File: src/hw/rtl/escaped_frame_receiver_core_macros.svh
// Assertion macros used by the receiver's decode module.
`ifndef ESCAPED_FRAME_RECEIVER_CORE_MACROS_SVH
`define ESCAPED_FRAME_RECEIVER_CORE_MACROS_SVH

`ifndef NO_ASSERTIONS
`define EFR_ASSERT(label, clk, rstn, prop, msg) \
    label: assert property (@(posedge clk) disable iff (!(rstn)) (prop)) else $error(msg);
`define EFR_ASSERT_NEVER(label, clk, rstn, cond, msg) \
    label: assert property (@(posedge clk) disable iff (!(rstn)) !(cond)) else $error(msg);
`else
`define EFR_ASSERT(label, clk, rstn, prop, msg)
`define EFR_ASSERT_NEVER(label, clk, rstn, cond, msg)
`endif

`endif

File: src/hw/rtl/efr_pkg.sv
package efr_pkg;

    localparam logic [7:0] SYNC_CODE_RESET   = 8'hE0;
    localparam logic [7:0] ESCAPE_CODE_RESET = 8'hD0;

    localparam logic REG_SYNC_CODE   = 1'b0;
    localparam logic REG_ESCAPE_CODE = 1'b1;

    typedef enum logic [3:0] {
        PH_HUNT = 4'b0001,
        PH_NODE = 4'b0010,
        PH_LEN  = 4'b0100,
        PH_BODY = 4'b1000
    } phase_t;

    typedef enum logic [1:0] {
        KIND_BODY = 2'd0,
        KIND_GOOD = 2'd1,
        KIND_BAD  = 2'd2,
        KIND_ZERO = 2'd3
    } kind_t;

    typedef struct packed {
        logic       valid;
        logic [7:0] data_byte;
        logic [7:0] node_addr;
        kind_t      kind;
        logic       last;
    } res_t;

endpackage

File: src/hw/rtl/efr_decode.sv
`include "escaped_frame_receiver_core_macros.svh"

module efr_decode (
    input  logic          aclk,
    input  logic          aresetn,
    input  logic          step,
    input  logic [7:0]    raw_byte,
    input  logic [7:0]    sync_code,
    input  logic [7:0]    escape_code,
    output efr_pkg::res_t res
);

    efr_pkg::phase_t phase_reg, phase_next;
    logic            esc_reg, esc_next;
    logic [7:0]      node_reg, node_next;
    logic [7:0]      left_reg, left_next;
    logic [7:0]      sum_reg, sum_next;
    logic [7:0]      dec_byte;

    assign dec_byte = esc_reg ? raw_byte + 8'd1 : raw_byte;

    always_comb begin
        phase_next    = phase_reg;
        esc_next      = esc_reg;
        node_next     = node_reg;
        left_next     = left_reg;
        sum_next      = sum_reg;
        res.valid     = 1'b0;
        res.data_byte = dec_byte;
        res.node_addr = node_reg;
        res.kind      = efr_pkg::KIND_BODY;
        res.last      = 1'b0;
        if (raw_byte == sync_code) begin
            phase_next = efr_pkg::PH_NODE;
            esc_next   = 1'b0;
        end else if (phase_reg != efr_pkg::PH_HUNT) begin
            if (raw_byte == escape_code) begin
                esc_next = 1'b1;
            end else begin
                esc_next = 1'b0;
                case (phase_reg)
                    efr_pkg::PH_NODE: begin
                        node_next  = dec_byte;
                        sum_next   = dec_byte;
                        phase_next = efr_pkg::PH_LEN;
                    end
                    efr_pkg::PH_LEN: begin
                        if (dec_byte == 8'd0) begin
                            phase_next    = efr_pkg::PH_HUNT;
                            res.valid     = 1'b1;
                            res.data_byte = 8'd0;
                            res.kind      = efr_pkg::KIND_ZERO;
                            res.last      = 1'b1;
                        end else begin
                            left_next  = dec_byte;
                            sum_next   = sum_reg + dec_byte;
                            phase_next = efr_pkg::PH_BODY;
                        end
                    end
                    efr_pkg::PH_BODY: begin
                        res.valid = 1'b1;
                        if (left_reg > 8'd1) begin
                            left_next = left_reg - 8'd1;
                            sum_next  = sum_reg + dec_byte;
                        end else begin
                            left_next  = 8'd0;
                            phase_next = efr_pkg::PH_HUNT;
                            res.kind   = (dec_byte == sum_reg) ? efr_pkg::KIND_GOOD
                                                               : efr_pkg::KIND_BAD;
                            res.last   = 1'b1;
                        end
                    end
                    default: begin
                        phase_next = efr_pkg::PH_HUNT;
                    end
                endcase
            end
        end
    end

    always_ff @(posedge aclk) begin
        if (!aresetn) begin
            phase_reg <= efr_pkg::PH_HUNT;
            esc_reg   <= 1'b0;
            node_reg  <= 8'd0;
            left_reg  <= 8'd0;
            sum_reg   <= 8'd0;
        end else if (step) begin
            phase_reg <= phase_next;
            esc_reg   <= esc_next;
            node_reg  <= node_next;
            left_reg  <= left_next;
            sum_reg   <= sum_next;
        end
    end

    `EFR_ASSERT_NEVER(a_no_result_while_hunting, aclk, aresetn, res.valid && phase_reg == efr_pkg::PH_HUNT, "result produced while hunting for sync")
    `EFR_ASSERT(a_end_returns_to_hunt, aclk, aresetn, step && res.valid && res.last |=> phase_reg == efr_pkg::PH_HUNT, "frame end did not return to hunting")
    `EFR_ASSERT(a_sync_restarts, aclk, aresetn, step && raw_byte == sync_code |=> phase_reg == efr_pkg::PH_NODE && !esc_reg, "sync byte did not restart the frame")
    `EFR_ASSERT_NEVER(a_body_last_consistent, aclk, aresetn, res.valid && (res.last == (res.kind == efr_pkg::KIND_BODY)), "last flag disagrees with kind")

endmodule

File: src/hw/rtl/efr_out_stage.sv
module efr_out_stage (
    input  logic          aclk,
    input  logic          aresetn,
    input  logic          load,
    input  efr_pkg::res_t res,
    input  logic          m_ready,
    output logic          free,
    output logic          m_valid,
    output logic [7:0]    m_data_byte,
    output logic [7:0]    m_node_addr,
    output logic [1:0]    m_kind,
    output logic          m_last
);

    logic          valid_reg, valid_next;
    efr_pkg::res_t data_reg;

    assign free = !valid_reg || m_ready;

    always_comb begin
        valid_next = valid_reg && !m_ready;
        if (load && res.valid) begin
            valid_next = 1'b1;
        end
    end

    always_ff @(posedge aclk) begin
        if (!aresetn) begin
            valid_reg <= 1'b0;
        end else begin
            valid_reg <= valid_next;
        end
    end

    always_ff @(posedge aclk) begin
        if (load && res.valid) begin
            data_reg <= res;
        end
    end

    assign m_valid     = valid_reg;
    assign m_data_byte = data_reg.data_byte;
    assign m_node_addr = data_reg.node_addr;
    assign m_kind      = data_reg.kind;
    assign m_last      = data_reg.last;

endmodule

File: src/hw/rtl/escaped_frame_receiver_core.sv
// Deframer for sync-delimited, escape-coded byte frames.
// Raw bytes enter on the s_ channel (s_valid, s_ready, s_rx_byte), one item per byte.
// Decoded body bytes and one frame-end verdict per completed frame leave on the m_ channel
// with the frame's node address, a kind code and a last flag.
// Bytes before the sync code, escape bytes and header bytes other than a zero length produce no item.
// The sync and escape codes are written through cfg_we, cfg_index and cfg_data; the user
// must do so only while the block is idle (not enforced here). They reset to 0xE0 and 0xD0.
// An item accepted at one clock edge is held in the input register, decoded combinationally
// and loaded into the output register, which drives m_valid, once that register is free.
// One item is accepted in every cycle while the output is not stalled; the rate is set by the
// single decode stage between the input register and the output register.
// When the receiver stalls, the output register holds its item and the input
// register still takes one more byte; s_ready falls only when both are occupied.
// A synchronous reset on aresetn returns the block to hunting for sync, clears
// both registers' valid flags and restores the default codes.
module escaped_frame_receiver_core (
    input  logic       aclk,
    input  logic       aresetn,
    input  logic       s_valid,
    output logic       s_ready,
    input  logic [7:0] s_rx_byte,
    output logic       m_valid,
    input  logic       m_ready,
    output logic [7:0] m_data_byte,
    output logic [7:0] m_node_addr,
    output logic [1:0] m_kind,
    output logic       m_last,
    input  logic       cfg_we,
    input  logic       cfg_index,
    input  logic [7:0] cfg_data
);

    logic          in_valid_reg, in_valid_next;
    logic [7:0]    in_byte_reg;
    logic [7:0]    sync_code_reg;
    logic [7:0]    escape_code_reg;
    logic          out_free;
    logic          step;
    efr_pkg::res_t res;

    assign step    = in_valid_reg && out_free;
    assign s_ready = !in_valid_reg || out_free;

    always_comb begin
        in_valid_next = in_valid_reg && !out_free;
        if (s_valid && s_ready) begin
            in_valid_next = 1'b1;
        end
    end

    always_ff @(posedge aclk) begin
        if (!aresetn) begin
            in_valid_reg <= 1'b0;
        end else begin
            in_valid_reg <= in_valid_next;
        end
    end

    always_ff @(posedge aclk) begin
        if (s_valid && s_ready) begin
            in_byte_reg <= s_rx_byte;
        end
    end

    always_ff @(posedge aclk) begin
        if (!aresetn) begin
            sync_code_reg   <= efr_pkg::SYNC_CODE_RESET;
            escape_code_reg <= efr_pkg::ESCAPE_CODE_RESET;
        end else if (cfg_we) begin
            case (cfg_index)
                efr_pkg::REG_SYNC_CODE: begin
                    sync_code_reg <= cfg_data;
                end
                efr_pkg::REG_ESCAPE_CODE: begin
                    escape_code_reg <= cfg_data;
                end
                default: begin
                end
            endcase
        end
    end

    efr_decode u_decode (
        .aclk        (aclk),
        .aresetn     (aresetn),
        .step        (step),
        .raw_byte    (in_byte_reg),
        .sync_code   (sync_code_reg),
        .escape_code (escape_code_reg),
        .res         (res)
    );

    efr_out_stage u_out_stage (
        .aclk        (aclk),
        .aresetn     (aresetn),
        .load        (step),
        .res         (res),
        .m_ready     (m_ready),
        .free        (out_free),
        .m_valid     (m_valid),
        .m_data_byte (m_data_byte),
        .m_node_addr (m_node_addr),
        .m_kind      (m_kind),
        .m_last      (m_last)
    );

endmodule

File: config.mk
export PLATFORM = sky130hd
export DESIGN_NAME = escaped_frame_receiver_core
export DESIGN_NICKNAME = d
export VERILOG_FILES = /design/src/hw/rtl/efr_pkg.sv /design/src/hw/rtl/efr_decode.sv /design/src/hw/rtl/efr_out_stage.sv /design/src/hw/rtl/escaped_frame_receiver_core.sv
export VERILOG_INCLUDE_DIRS = /design/src /design/src/hw/rtl
export SDC_FILE = /design/constraint.sdc
export NUM_CORES = 1
export LEC_CHECK = 0
export BUFFER_PORTS_ARGS = -buffer_cell sky130_fd_sc_hd__buf_2
export CORE_MARGIN = 2
export CORE_UTILIZATION = 53
export DETAILED_ROUTE_END_ITERATION = 6
export HOLD_SLACK_MARGIN = 0.02
export PLACE_DENSITY = 0.76
export SYNTH_ARGS = -nofsm -noshare
export SYNTH_HDL_FRONTEND = slang
export SYNTH_SLANG_ARGS = --single-unit
File: constraint.sdc
create_clock -name aclk -period 3 [get_ports aclk]
set_clock_uncertainty 0.05 [all_clocks]
set_input_delay 0 -clock aclk [delete_from_list [all_inputs] [get_ports aclk]]
set_output_delay 0 -clock aclk [all_outputs]
set_load 0.05 [all_outputs]
==> metrics.csv <==
stage,metric,value,unit
sta,hold_viol,0,
logic_synthesis,synth.avg_cell_area,9.497,µm²
logic_synthesis,syn-cell-area,3960,µm²
clock_network,clk-insertion-delay-late,0.34,ns
logic_synthesis,synth_enable_flop_cells,27,
detailed_routing,first_pass_iters,4,
worst_setup_path,worstPathRequired,3.18,ns
clock_network,cts_buffers,9,
pwr,p_leak,1.923,nW
floorplan,die_area,8179,µm²
worst_setup_path,r2r_cells,11,
logic_synthesis,synth_cells,417,
worst_setup_path,start_kind,flip-flop,
clock_network,clock_path_buffers,2,
clock_network,cts_sinks,74,
worst_setup_path,critPathMaxFanout,5,
grt,grt_usage,0.2358,
grt,grt_pass1_wl,15360,µm
detailed_routing,finalWirelength,9253,µm
logic_synthesis,ys_async_sr_fraction,0,
grt,grt_pass1_vias,3218,
detailed_routing,met3_length,282,µm
logic_synthesis,synth_top_area_cell,dfxtp_1,
status,status,finished clean,
logic_synthesis,synth-simple-area-share,0.2035,
detailed_routing,met1_length,4168,µm
logic_synthesis,synth_top_area_share,0.2376,
detailed_routing,drc,0,
sta,slew_headroom,0.4439,
pwr,p_per_area,469.2,nW/µm²
detailed_routing,drt_iter0_drc,208,
floorplan,die_y,90.44,µm
sta,setup_slack,0.1935,ns
final_layout,nets,516,
logic_synthesis,synth_xor_area_frac,0.08531,
worst_setup_path,path_class,flip-flop to flip-flop,
hold_path,hold-path-cell-count,4,
place,portBuffers,42,
pwr,ir_drop,0.0003075,V
sta,finalMaxSlewViolations,0,
detailed_routing,wl_per_cell,15.76,µm
grt,grt-ovfl-total,0,
floorplan,num_io_pins,43,
logic_synthesis,ys_warn_count,0,
logic_synthesis,synthDistinctLibCells,66,
sta,period_needed,2.806,ns
logic_synthesis,synth_fp_nets,450,
floorplan,row_count,31,
floorplan,coreArea,7253,µm²
sta,whs,0.09540,ns
logic_synthesis,synth_seq_cells,74,
logic_synthesis,synth_seq_area_share,0.4423,
sta,fmax,356.3,MHz
sta,setup_tns,0,ns
final_layout,syn_to_final_growth,19.81,%
clock_network,post-cts-setup-buffers,0,
logic_synthesis,synth_compound_area_frac,0.1460,
hold_path,hp-class,input port to flip-flop,
logic_synthesis,synth_area_leaders,"dfxtp_1, edfxtp_1, xnor2_1",
place,detailed_place_hpwl,6640,µm
detailed_routing,met2_length,4623,µm
detailed_routing,via_per_inst,5.664,
clock_network,cts_tree,yes,
worst_setup_path,end_kind,flip-flop,
logic_synthesis,synthMuxAreaShare,0.03033,
final_layout,drive_above_1_share,0.1906,
logic_synthesis,synth_top_flop_cell,dfxtp_1,
clock_network,clkTransAtPathRegs,0.08,ns
detailed_routing,top_layer,met4,
clock_network,cts.root.buffer_cell,clkbuf_8,
grt,antenna_found_initial,0,
run,maxCapViolCount,0,
detailed_routing,antenna_left,0,
place,routabilityCongestion,0.9662,
clock_network,htree_levels,3,
worst_setup_path,arrival,2.99,ns
sta,finalSetupViolCount,0,
final_layout,fill_cells,592,
logic_synthesis,synth_top_family_by_area,simple AND/OR/NAND/NOR gates,
sta,fin_crit_sh,0.9355,
sta,tightest_slew,0.8225,ns
floorplan,die_x,90.44,µm
logic_synthesis,synth_fa_ha_area_frac,0.03665,
floorplan,initial_core_util,0.5460,
place,place_ws,0.2216,ns
grt,grt_max_degree,38,
detailed_routing,vias,3325,
final_layout,antenna_cells,0,
repair_timing:
item,4_1_cts,5_1_grt
endpoints found under the hold margin,28,0
hold buffers,22,0
resized for setup,0,2
setup endpoints to repair,0,1
per-stage QoR:
step | instance area (µm²) | total power, mW | util | instances
5_1_grt | 4745 | 2.305 | 0.6541 | 587
3_3_place_gp | 4273 | 1.292 | 0.5891 | 549
2_1_floorplan | 3960 | 1.236 | - | 417
4_1_cts | 4733 | 2.231 | 0.6526 | 587
3_5_place_dp | 4273 | 1.298 | 0.5891 | 549
6_report | 4745 | 2.226 | 0.6541 | 587
metal layers:
metal  vias up  track usage
met5         -            0
met4         0      0.09359
met2        79       0.4029
li1       1625            -
met1      1605       0.3004
met3        16      0.03589
cell families after synthesis:
family          count (synthesis)
buf+inv                        40
compound gates                 89
simple gates                  154
xor+xnor                       37
flops                          74
mux                            12
fa+ha+maj                      11
where the power goes:
group          leakage, nW  switching (mW)  total [mW]  internal (mW)
logic                 1.14           0.111       0.216          0.105
clock network        0.120           0.371       0.923          0.552
registers            0.660          0.0277        1.09           1.06
total                 1.92           0.510        2.23           1.72
Yosys cell counts, types with 2 or more instances:
master,count
buf_1,2
buf_6,4
and2_1,3
buf_2,6
nor2_1,35
nand3_2,2
nor4_1,3
dfxtp_1,47
o31ai_1,8
a211oi_1,9
nor3_1,8
buf_4,9
xnor2_1,30
xor2_1,6
o21ai_0,10
a21oi_1,35
o22ai_1,3
nand3_1,18
o21ai_1,5
nand2b_1,3
a21o_1,2
nand2_1,45
inv_1,10
or2_2,2
nor4b_1,2
clkbuf_1,7
nor2b_1,4
o21bai_1,2
nand4_1,5
and3_1,3
or3_1,5
edfxtp_1,27
o21a_1,2
ha_1,10
or4_1,3
mux2i_1,12
critical path, cell delays in order, from the launching register on:
cell,delay [ns]
edfxtp_1,0.50
buf_4,0.21
nand3_4,0.08
nor2_1,0.06
xnor2_1,0.31
inv_1,0.15
ha_1,0.39
o211a_1,0.16
a221oi_2,0.25
mux2i_1,0.25
xor2_1,0.17
o22ai_1,0.08
worst paths after layout:
check | from | end | slack, ns
max | in_byte_reg[2] | u_decode.sum_reg[7] | 0.19
min reg2reg | u_decode.node_reg[6] | u_out_stage.m_node_addr[6] | 0.39
max reg2reg | in_byte_reg[2] | u_decode.sum_reg[7] | 0.19
min | m_ready | u_out_stage.m_valid | 0.1
cells in the final DEF (no fill, tap or decap), drive strengths merged, types with 6 or more instances in the layout:
cell	instances
a211oi	10
a21oi	36
buf	61
clkbuf	9
dfxtp	47
dlygate4sd3	22
edfxtp	27
ha	10
inv	12
mux2i	12
nand2	45
nand3	21
nor2	36
nor3	8
o21ai	15
o31ai	8
xnor2	30
xor2	6
area by class of cell:
class | instances | area [µm²] | share of cell area
clock buffers | 9 | 123.9 | 0.02611
clock inverters | 7 | 116.4 | 0.02453
inverters | 12 | 45.04 | 0.009494
multi-input cells | 303 | 1998 | 0.4212
flip-flops and latches | 74 | 1752 | 0.3692
well taps | 99 | 123.9 | 0.02611
repair buffers | 83 | 585.6 | 0.1234
No activity file was read; power rests on OpenSTA's default activity.
